$ cat src/design/pac_sqrt.sv
// Pipelined integer square root of a 32-bit word, one root bit per stage.
// Depends on nothing; gives the root rounded down in 16 stages.
module pac_sqrt #(
    parameter int SW = 1
) (
    input  logic          aclk,
    input  logic          aresetn,
    input  logic          en,
    input  logic          in_valid,
    input  logic [31:0]   in_rad,
    input  logic [SW-1:0] in_side,
    output logic          out_valid,
    output logic [15:0]   out_root,
    output logic [SW-1:0] out_side
);

    logic          valid_reg [0:15];
    logic [17:0]   rem_reg   [0:15];
    logic [15:0]   root_reg  [0:15];
    logic [31:0]   rad_reg   [0:15];
    logic [SW-1:0] side_reg  [0:15];

    logic          src_valid [0:15];
    logic [17:0]   src_rem   [0:15];
    logic [15:0]   src_root  [0:15];
    logic [31:0]   src_rad   [0:15];
    logic [SW-1:0] src_side  [0:15];

    always_comb begin
        src_valid[0] = in_valid;
        src_rem[0]   = 18'd0;
        src_root[0]  = 16'd0;
        src_rad[0]   = in_rad;
        src_side[0]  = in_side;
        for (int i = 1; i < 16; i++) begin
            src_valid[i] = valid_reg[i-1];
            src_rem[i]   = rem_reg[i-1];
            src_root[i]  = root_reg[i-1];
            src_rad[i]   = rad_reg[i-1];
            src_side[i]  = side_reg[i-1];
        end
    end

    for (genvar g = 0; g < 16; g++) begin : g_stage
        logic [19:0] part;
        logic [19:0] trial;
        logic [19:0] diff;
        logic        ge;

        // Bring down two radicand bits and try the next root bit as one.
        assign part  = {src_rem[g], src_rad[g][31:30]};
        assign trial = {2'b00, src_root[g], 2'b01};
        assign ge    = part >= trial;
        assign diff  = part - trial;

        always_ff @(posedge aclk) begin
            if (!aresetn) begin
                valid_reg[g] <= 1'b0;
            end else if (en) begin
                valid_reg[g] <= src_valid[g];
            end
        end

        always_ff @(posedge aclk) begin
            if (en) begin
                rem_reg[g]  <= ge ? diff[17:0] : part[17:0];
                root_reg[g] <= {src_root[g][14:0], ge};
                rad_reg[g]  <= {src_rad[g][29:0], 2'b00};
                side_reg[g] <= src_side[g];
            end
        end
    end

    assign out_valid = valid_reg[15];
    assign out_root  = root_reg[15];
    assign out_side  = side_reg[15];

endmodule

$ cat config.mk
export PLATFORM = sky130hd
export DESIGN_NAME = pac_sqrt
export DESIGN_NICKNAME = d
export VERILOG_FILES = /design/src/design/pac_sqrt.sv
export SDC_FILE = /design/constraint.sdc
export NUM_CORES = 1
export LEC_CHECK = 0
export ABC_AREA = 0
export BUFFER_PORTS_ARGS = -buffer_cell sky130_fd_sc_hd__buf_2
export CORE_UTILIZATION = 44
export CTS_CLUSTER_SIZE = 40
export DETAILED_ROUTE_END_ITERATION = 7
export PLACE_DENSITY = 0.65
export SKIP_LAST_GASP = 1
export SLEW_MARGIN = 20
export SYNTH_ARGS = -nofsm -noshare
export SYNTH_HDL_FRONTEND = slang
export SYNTH_SLANG_ARGS = --single-unit
$ cat constraint.sdc
create_clock -name aclk -period 8.2 [get_ports aclk]
set_input_delay 0.41 -clock aclk [delete_from_list [all_inputs] [get_ports aclk]]
set_output_delay 0.41 -clock aclk [all_outputs]
set_load 0.1 [all_outputs]
### Word level (Yosys, flattened, before mapping)

Memory sizes are Yosys's and may differ from the RTL's.
Index checks and enable logic that the tools add are counted.

| cells by class | value |
|---|---|
| add/subtract/negate cells | 16 |
| magnitude comparators | 16 |
| mux-type cells | 37 |
| bitwise operators | 16 |

Operators with widths:

| operator | number |
|---|---|
| greater-or-equal comparator 20 x 18 -> 1 bit | 15 |
| two-way mux 18 bit | 16 |
| subtractor 18 bit | 15 |
| two-way mux 1 bit | 21 |
| bitwise OR 1 bit | 16 |
| subtractor 2 x 1 -> 3 bit, second input constant | 1 |
| greater-or-equal comparator 2 x 1 -> 1 bit, second input constant | 1 |

| storage, ports and cells | value |
|---|---|
| register bits after elaboration | 0 |
| RAM bits | 1056 |
| logic and storage cells | 90 |
| memories | 5 |

Memories:

| memory | depth | width | read ports | clocked after memory_dff | write ports | line | text |
|---|---|---|---|---|---|---|---|
| rad_reg | 16 | 30 | 15 | 0 | 16 | 20 | `logic [31:0] rad_reg [0:15];` |
| rem_reg | 16 | 18 | 15 | 0 | 16 | 18 | `logic [17:0] rem_reg [0:15];` |
| root_reg | 16 | 16 | 16 | 0 | 16 | 19 | `logic [15:0] root_reg [0:15];` |
| side_reg | 16 | 1 | 16 | 0 | 16 | 21 | `logic [SW-1:0] side_reg [0:15];` |
| valid_reg | 16 | 1 | 16 | 0 | 16 | 17 | `logic valid_reg [0:15];` |

### Logic depth before layout (Yosys ltp)

| logic depth | value |
|---|---|
| depth in word-level cells | 4 |
| gate-level depth with buffers | 12 |

### Worst setup path before layout

OpenSTA, ideal clock, no wires.

| timing path | value |
|---|---|
| kind | register -> register |
| start point | memory rem_reg[6][0] (netlist: rem_reg[0][108]) |
| end point | memory rem_reg[7][14] (netlist: rem_reg[0][140]) (data pin) |
| arrival | 2.320 ns |
| path slack | 5.614 ns |
| stages on the path, launching flop included | 9 |
| buffers on the path | 0 |
| period minus slack after synthesis | 2.586 ns |
| path through | edfxtp_1 ha_1 nor2b_1 o31a_1 o41a_1 o21ai_1 or3b_1 nor3b_1 xor2_1 |

RTL lines:

| what | line |
|---|---|
| start: declaration | 18 |

==> metrics.cfg <==
[run_status]
status = finished clean

[setup_path]
critical_path_class = reg2reg
crit_path_end_kind = flip-flop
start_kind = flip-flop
crit_arrival_ns = 3.53
crit_required_ns = 8.56
path_max_fanout = 13

[cts]
cts_made_buffers = 73
cts_resized = 0
h-tree-depth = 3
clock_path_buffers = 3
cts_setup_buffers = 0
cts_tree = done
cts_sinks = 658
clk_latency_ns = 0.61
cts-root-buf = clkbuf_16
clk_pin_slew_worst_paths_ns = 0.06

[power]
internal_power_w = 0.00648
power.leakage_nw = 12.9
p_clk_share_pct = 36.0
p_switching_w = 0.00223
ir_drop_mv = 0.177
power_density_nw_per_um2 = 258
combPwrFrac_pct = 14.1
power_frac_seq_pct = 49.9
switching_share_pct = 25.6

[die]
start_util_pct = 44.4
die-area_um2 = 68800
io_pins = 55
num_rows = 95
die_height_um = 262
die_w_um = 262
core_um2 = 67200

[synthesis]
syn_area_um2 = 29800
synth_nets = 2387
synth.top_cell.area_share_pct = 66.1
ys_top_cells_by_area = edfxtp_1 66%, ha_1 6.4%, xnor2_1 2.8%, xor2_1 2.7%, a21oi_1 2.1%
ys_ff_latch = 658
ys.flop_type = edfxtp_1
ys_seq_area_share_pct = 66.2
yosys.area.top_type = edfxtp_1
synth_edf_count = 657
avgSynthCellArea_um2 = 13.6
synth_cell_type_count = 78
async_reset_ff_share_pct = 0
netlist_instances = 2197
yosysWarnings = 0

[placement]
dp_cells = 3104
preCtsSetupSlack_ns = 4.84
io_buffers = 54
dpl.hpwl_um = 36600
placed_area_um2 = 31200
gp_congestion = 0.869

[route]
vias_per_cell = 5.29
wl_per_cell_um = 16.2
drt-total-wl_um = 52800
drtPass1Iterations = 5
drc = 0
antenna_left = 0
drt-initial-drc-count = 1159
dr_total_vias = 17265

[final_layout]
largest_register_ffs = 250
nFillCells = 5645
syn2layout_area_growth_pct = 13.3
diodes = 0
fin_nets = 2527
design_area_um2 = 33800
stdcell_count = 3264
drive_above_1_share_pct = 8.95

[sta]
fin_skew_ns = 0.0131
holdWs_ns = 0.0807
drv_slew = 0
setup_tns_ns = 0
tightest_slew_ns = 0.929
period_needed_ns = 3.17
setup_viol = 0
finalHoldViolations = 0
rsz0062_at_grt = no
fin_ws_ns = 5.03
relSlewSlack_pct = 36.4
max_freq_mhz = 316
fin_crit_sh_pct = 38.6

[global_route]
grt_use_total_pct = 15.4
antenna_found_initial = 0
grt_overflow = 0
grt_pass1_wl_um = 86300
grt_max_degree = 106
grt_pass1_vias = 17192

[worst_hold_path]
min_path_type = in2reg

[job]
max_cap_violations = 0

-- layout by cell type (no fill, tap or decap), drive strengths merged, types with 69 or more instances in the layout --
| cell | Yosys | final |
|---|---|---|
| inv | 171 | 176 |
| nand2 | 120 | 120 |
| xor2 | 93 | 93 |
| edfxtp | 657 | 657 |
| a21oi | 128 | 128 |
| clkbuf | 26 | 91 |
| o21ai | 106 | 106 |
| buf | 9 | 69 |
| ha | 153 | 153 |
| xnor2 | 96 | 96 |
| nor2 | 146 | 146 |
-- critical path: stages, from the launching register on --
cell and delay [ns]:
edfxtp_1 0.45, or3_1 0.48, nor4_1 0.45, nand4_1 0.27
a211oi_2 0.77, nor3b_1 0.25, nand3b_1 0.17, xnor2_1 0.07
-- path summary, 6_finish.rpt --
check,startpoint,end,slack (ns),cells after the start
worst max-delay path,rem_reg[0][58],rem_reg[0][87],5.03,7
worst min-delay path,in_rad[30],root_reg[0][0],0.08,2
worst max register to register,rem_reg[0][58],rem_reg[0][87],5.03,7
worst min register to register,rad_reg[1][26],rad_reg[1][58],0.41,0
-- cells in the mapped netlist (18+ instances only) --
cell type	n
o21a_1	27
a21o_1	27
nor2b_1	25
xor2_1	93
nand3_1	33
and3_1	19
o21ai_1	40
ha_1	153
a21oi_1	128
nand2b_1	24
edfxtp_1	657
o21ai_0	66
or3_1	22
mux2_2	18
nor4_1	27
nor2_1	145
nand4_1	25
a211oi_1	22
clkbuf_1	26
xnor2_1	96
inv_1	169
nor3_1	56
nand2_1	120
-- final cells by class --
cell class                 instances  area (µm²)  share of cell area (%)
sequential                       658       19700                    58.5
multi-input combinational       1332        9290                    27.5
clock buffer                      91        1890                    5.61
tap                              873        1090                    3.23
timing repair buffer             100         707                    2.09
inverter                         172         646                    1.91
clock inverter                    38         400                    1.19
-- power by group through the flow --
stage	Sequential (W)	Clock, W	Combinational, W
floorplan	0.00437	0	0.000873
global placement	0.00441	0	0.00118
detailed placement	0.00442	0	0.00121
CTS	0.00435	0.00323	0.00123
global route	0.00439	0.00336	0.00137
finish	0.00435	0.00313	0.00123
-- layer usage --
metal	global-route usage (%)	part of all wire, %	vias to the layer above
met4	4.93	2.3	0
met3	3.15	5.1	98
li1	-	-	8451
met2	24.8	46	373
met5	0	0	-
met1	20.8	47	8343
-- repair_timing --
item | in CTS | in global routing
hold buffers | 31 | 0
hold endpoints to repair | 31 | 0
setup endpoints to repair | 0 | 0
-- metrics by stage --
step	utilization (%)	total power, W
finish	50.3	0.00871
floorplan	-	0.00524
CTS	50.3	0.00881
global route	50.3	0.00912
detailed placement	46.4	0.00563
global placement	46.4	0.00559
-- logic make-up after synthesis --
kind of cell	after synthesis	share of synthesized area, %
mux	40	1.47
xor+xnor	189	5.55
compound gates	389	8.11
fa+ha+maj	153	6.42
flops	658	66.2
buf+inv	207	2.66
other cells	1	0.0126
simple gates	560	9.56
Power figures use the tool's default switching activity.
