==> src/design/pac_div.sv <==
// Pipelined restoring divider, one quotient bit per stage, 32 stages.
// Depends on nothing; the caller guarantees the quotient fits in 32 bits.
module pac_div #(
    parameter int DW = 16,
    parameter int SW = 1
) (
    input  logic          aclk,
    input  logic          aresetn,
    input  logic          en,
    input  logic          in_valid,
    input  logic [DW-1:0] in_rem,
    input  logic [31:0]   in_num,
    input  logic [DW-1:0] in_den,
    input  logic [SW-1:0] in_side,
    output logic          out_valid,
    output logic [31:0]   out_quo,
    output logic [SW-1:0] out_side
);

    logic          valid_reg [0:31];
    logic [DW-1:0] rem_reg   [0:31];
    logic [31:0]   num_reg   [0:31];
    logic [DW-1:0] den_reg   [0:31];
    logic [SW-1:0] side_reg  [0:31];

    logic          src_valid [0:31];
    logic [DW-1:0] src_rem   [0:31];
    logic [31:0]   src_num   [0:31];
    logic [DW-1:0] src_den   [0:31];
    logic [SW-1:0] src_side  [0:31];

    always_comb begin
        src_valid[0] = in_valid;
        src_rem[0]   = in_rem;
        src_num[0]   = in_num;
        src_den[0]   = in_den;
        src_side[0]  = in_side;
        for (int i = 1; i < 32; i++) begin
            src_valid[i] = valid_reg[i-1];
            src_rem[i]   = rem_reg[i-1];
            src_num[i]   = num_reg[i-1];
            src_den[i]   = den_reg[i-1];
            src_side[i]  = side_reg[i-1];
        end
    end

    for (genvar g = 0; g < 32; g++) begin : g_stage
        logic [DW:0] trial;
        logic [DW:0] diff;
        logic        ge;

        // The numerator word shifts left and the quotient bit enters at the bottom.
        assign trial = {src_rem[g], src_num[g][31]};
        assign ge    = trial >= {1'b0, src_den[g]};
        assign diff  = trial - {1'b0, src_den[g]};

        always_ff @(posedge aclk) begin
            if (!aresetn) begin
                valid_reg[g] <= 1'b0;
            end else if (en) begin
                valid_reg[g] <= src_valid[g];
            end
        end

        always_ff @(posedge aclk) begin
            if (en) begin
                rem_reg[g]  <= ge ? diff[DW-1:0] : trial[DW-1:0];
                num_reg[g]  <= {src_num[g][30:0], ge};
                den_reg[g]  <= src_den[g];
                side_reg[g] <= src_side[g];
            end
        end
    end

    assign out_valid = valid_reg[31];
    assign out_quo   = num_reg[31];
    assign out_side  = side_reg[31];

endmodule

==> config.mk <==
export PLATFORM = sky130hd
export DESIGN_NAME = pac_div
export DESIGN_NICKNAME = d
export VERILOG_FILES = /design/src/design/pac_div.sv
export SDC_FILE = /design/constraint.sdc
export NUM_CORES = 2
export LEC_CHECK = 0
export ABC_CLOCK_PERIOD_IN_PS = 8800
export CAP_MARGIN = 20
export CORE_UTILIZATION = 40
export CTS_BUF_LIST = sky130_fd_sc_hd__clkbuf_8
export DETAILED_ROUTE_END_ITERATION = 6
export DONT_BUFFER_PORTS = 1
export MAX_ROUTING_LAYER = met4
export SYNTH_ARGS = -nofsm -noshare
export SYNTH_HDL_FRONTEND = slang
export SYNTH_SLANG_ARGS = --single-unit
==> constraint.sdc <==
create_clock -name aclk -period 8.8 [get_ports aclk]
set_input_delay 0.44 -clock aclk [delete_from_list [all_inputs] [get_ports aclk]]
set_output_delay 0.44 -clock aclk [all_outputs]
set_load 0.03 [all_outputs]
; Yosys cells after proc, flatten, opt, wreduce, memory -nomap -nowiden
; Memory sizes are Yosys's and may differ from the RTL's.
; Index checks and enable logic that the tools add are counted.
[op_classes]
addsub = 32
magnitude_cmp = 32
n_mux = 69
n_bitwise = 32
[op_table]
columns = op, n
row1 = 17-bit by 16-bit greater-or-equal comparator with 1-bit output, 32
row2 = 16-bit 2-to-1 mux, 32
row3 = 16-bit subtractor, 32
row4 = 1-bit 2-to-1 mux, 37
row5 = 1-bit OR, 32
[word_totals]
ff_bits = 0
mem_bits_rw = 2112
input_bits = 69
out_inout_bits = 34
elab_cells = 170
memories = 5
[mem_list]
columns = name, depth, width, read_ports, rd_ports_with_merged_regs, write_ports, line_no
row1 = num_reg, 32, 32, 32, 0, 32, 22  ; logic [31:0] num_reg [0:31];
row2 = den_reg, 32, 16, 31, 0, 32, 23  ; logic [DW-1:0] den_reg [0:31];
row3 = rem_reg, 32, 16, 31, 0, 32, 21  ; logic [DW-1:0] rem_reg [0:31];
row4 = side_reg, 32, 1, 32, 0, 32, 24  ; logic [SW-1:0] side_reg [0:31];
row5 = valid_reg, 32, 1, 32, 0, 32, 20  ; logic valid_reg [0:31];

; Depth between registers and ports, before layout
[logic_depth]
depth_word = 4
mapped_depth = 12
mapped_depth_nobuf = 11

; Worst setup path after synthesis
; OpenSTA, ideal clock, no wires.
[synth_path]
kind = register to register
from = memory rem_reg[1][5] (netlist: rem_reg[0][21])
to = memory rem_reg[2][9] (netlist: rem_reg[0][41]), data pin
setup_ns = 0.260
arrival_ns = 2.662
required_ns = 8.540
slack_ns = 5.878
path_stages_with_launch = 11
path_buffers = 1
period_less_slack_ns = 2.922
path_cell_list = edfxtp_1 ha_1 a21o_1 a211oi_1 o211ai_1 and2_1 o211ai_2 nand3_1 a211oi_4 buf_6 mux2_2
[synth_rtl]
columns = element, line_no
row1 = start: declaration, 21

==> key figures <==
Clocking
  – # hold bufs at CTS: about 120
  – TritonCTS clock tree: built
  – Maximum clock insertion buffer count: 4
  – Number of gates resized after CTS: 0
  – Clock Tree Root: clkbuf_8
  – Clock insertion delay at the later pin of the skew report: 1050 ps
  – Total clock buffers created by CTS: 368
  – CTS clock-pin slew for the worst setup and hold paths: ~60 ps
  – # clock sinks: 2080
  – Postcts setup bufs: 0
  – H-Tree Level Count: 5

Drt
  – Post-route DRC: 0
  – Routed wire length on met3: between 6 and 7 mm
  – Uppermost signal routing layer after detailed routing: met4
  – Routed length on met1: between 70 and 80 mm
  – Antenna violation net count after detailed routing: 0
  – Via-per-instance ratio: between 5 and 6
  – Length of routed met2 wiring: about 78 mm
  – Average wire per standard cell: 16.51 um
  – Total via count after detailed routing: 51280
  – DR pass1 iterations: 5
  – Number of DRC violations after detailed-routing iteration 0: approximately 3400
  – Drt total wl: around 170 mm

Yosys
  – Cells after synthesis: ~6500
  – Mean Syn Cell Area: 14.38 um^2
  – Synthesis Warnings: 0
  – Netlist area before placement: 93570 um^2
  – Synthesized net count: roughly 7000
  – Predominant post-synthesis flop cell: edfxtp_1
  – Flip-flop and latch count after synthesis: 2080
  – Post-synthesis sequential area ratio: 66.74%
  – Number of unique standard cell types used by synthesis: 94
  – Number of enable flip-flop cells after synthesis: ~2100
  – Asr flop ratio synth: 0%

Global routing
  – Number of antenna violations at the first check in global routing: 5
  – First-pass GRT wire length: 272.2 mm
  – Vias in the first global route: ~52000
  – Leftover overflow at the end of global routing: 0
  – Largest net degree at the start of global routing: roughly 300
  – Overall Global Routing Usage: approximately 15%

Pwr
  – Cell Int Power: around 24 mW
  – Sw power: approximately 11 mW
  – Peak supply drop: 0.1343 mV
  – Static leakage: roughly 41 nW
  – Power density over cell area: around 340 nW/um^2
  – Part of the power in combinational logic: between 30% and 40%
  – Part of the power in the clock network: a little under a quarter
  – Fraction of power consumed by sequential logic: about two fifths
  – Sw Ratio: 32.50%
  – Pwr Total: 35.12 mW

Timing
  – RSZ-0062 raised after global routing: no
  – Time the final worst path needs with I/O delays and setup: approximately 3700 ps
  – Skew final: between 100 and 150 ps
  – Fmax: 269.9 MHz
  – Setup Viol. Count Final: 0
  – TNS Setup: 0 ps
  – Period utilisation layout: 42.10%
  – Tightest hold margin: between 20 and 25 ps
  – Slew Limit Fails: 0
  – Final Hold Fails: 0
  – Measured slew at the worst slew-check pin: ~1400 ps
  – Headroom to the max-slew limit: about 8.4%
  – Worst path setup slack after routing: slightly above 5000 ps

Layout
  – Fraction of final layout cells with drive strength greater than 1: a little under an eighth
  – Max FFs per register: 1024
  – Area Overhead vs Synth: 12.05%
  – Post-Layout Cell Count: slightly above 10000
  – Total area of multi-input combinational cells: between 20000 and 30000 um^2
  – Most frequent cells in the layout: 2079 x edfxtp_1, 763 x inv_1, 512 x ha_1
  – Number of nets in the layout: 7507
  – Combined flip-flop and latch cell area: roughly 62000 um^2
  – Util after Layout: between 40% and 50%
  – Layout Cell Area excl Fill: ~100000 um^2
  – Fillers: 20650
  – Most common cell after layout, fill and taps aside: edfxtp_1

Floorplan
  – Area enclosed by the die boundary: 235900 um^2
  – Count of boundary I/O pins: just over 100
  – Vertical die dimension: between 400 and 500 um
  – Placeable core region: 232500 um^2
  – Horizontal extent of the die: 485.6 um
  – Initial Utilization: 40.24%
  – Row Count: roughly 180

Place
  – GP Congestion: about 0.86
  – Placed cell count: 9442
  – Count of buffers inserted at the top-level ports: 0
  – Post-Place Setup Slack: about 4700 ps
  – Placement-stage cell area: 97040 um^2
  – DP Wirelength: about 110 mm

Worst setup path
  – Required time reported for the critical path endpoint: about 9600 ps
  – R2r startpoint: den_reg[0][161]
  – Cell depth of the worst flop-to-flop path: 10
  – Arr. time, crit path: ~4500 ps
  – Setup CP Type: input port to flop
  – Setup crit start kind: input port
  – Nature of the critical path endpoint: flop
  – Maximum fanout along the worst path: 30
  – Source of the critical timing path: in_den[6]

Hold path
  – Hold WC Path Type: input port to flop
  – Hold Path Cell Cnt: 1
  – Startpoint of the worst hold path: en

Outcome
  – Result of the run: completed

Flow run
  – Max capacitance violation total: 0
## routing by layer
layer  vias to the layer above  GRT usage, %
met5                         -             -
met4                         0         6.083
li1                      25150             -
met2                      1007         22.71
met3                       452         2.604
met1                     24670         18.87
## area by class of cell
cell class                      instances  area share (%)
Clock buffer                          373           4.897
Tap cell                             3043           3.632
Inverter                              647           2.316
Antenna cell                            5         0.01193
Timing Repair Buffer                  143           1.568
Sequential cell                      2080           59.57
Clock inverter                        257           1.261
Multi-Input combinational cell       3655           26.75
## synth_stat cells (all sizes together) (59+ instances only)
library cell / n / share of area [%]
a21o: 132 / 1.1
a21oi: 392 / 2.1
and3: 64 / 0.43
buf: 64 / 0.46
clkbuf: 59 / 0.24
edfxtp: 2079 / 67
ha: 512 / 6.8
inv: 647 / 2.6
mux2: 330 / 4.0
nand2: 310 / 1.3
nand2b: 63 / 0.42
nand3: 73 / 0.39
nand4: 71 / 0.47
nor2: 267 / 1.1
nor2b: 82 / 0.55
nor3: 76 / 0.41
o21a: 98 / 0.79
o21ai: 275 / 1.5
xnor2: 225 / 2.1
xor2: 125 / 1.2
## worst max-delay path, stage by stage
cell	delay, ps
dlygate4sd3_1	540
dlygate4sd3_1	600
inv_1	60
ha_1	340
a21o_1	220
a21o_1	180
a21oi_1	180
nand2_1	70
o21ai_0	490
a31o_2	620
o21ai_0	160
dlygate4sd3_1	570
## path summary, 6_finish.rpt
| kind | to | slack, ps |
|---|---|---|
| worst max-delay path | rem_reg[0][5] | 5100 |
| worst min-delay path | num_reg[1][281] | 20 |
| worst max register to register | rem_reg[0][187] | 5250 |
| worst min register to register | num_reg[1][9] | 320 |
## power groups by stage
stage	clock network, mW	registers [mW]	logic (mW)
3_5_place_dp	0	14.7	12.4
4_1_cts	8.40	14.6	12.5
3_3_place_gp	0	14.7	12.1
2_1_floorplan	0	14.2	10.0
6_report	8.02	14.5	12.6
5_1_grt	8.80	14.7	14.0
## cells by family after synthesis
kind of cell             Yosys count  share of synthesized area [%]
flip-flops                      2080                          66.74
AO/OA/AOI/OAI                   1249                          8.648
AND/OR/NAND/NOR                 1127                          5.904
buffers and inverters            770                          3.295
adder cells (fa/ha/maj)          543                          7.510
multiplexers                     386                          4.623
XOR/XNOR                         350                          3.276
Note: power is estimated with default switching activity, not from simulation.
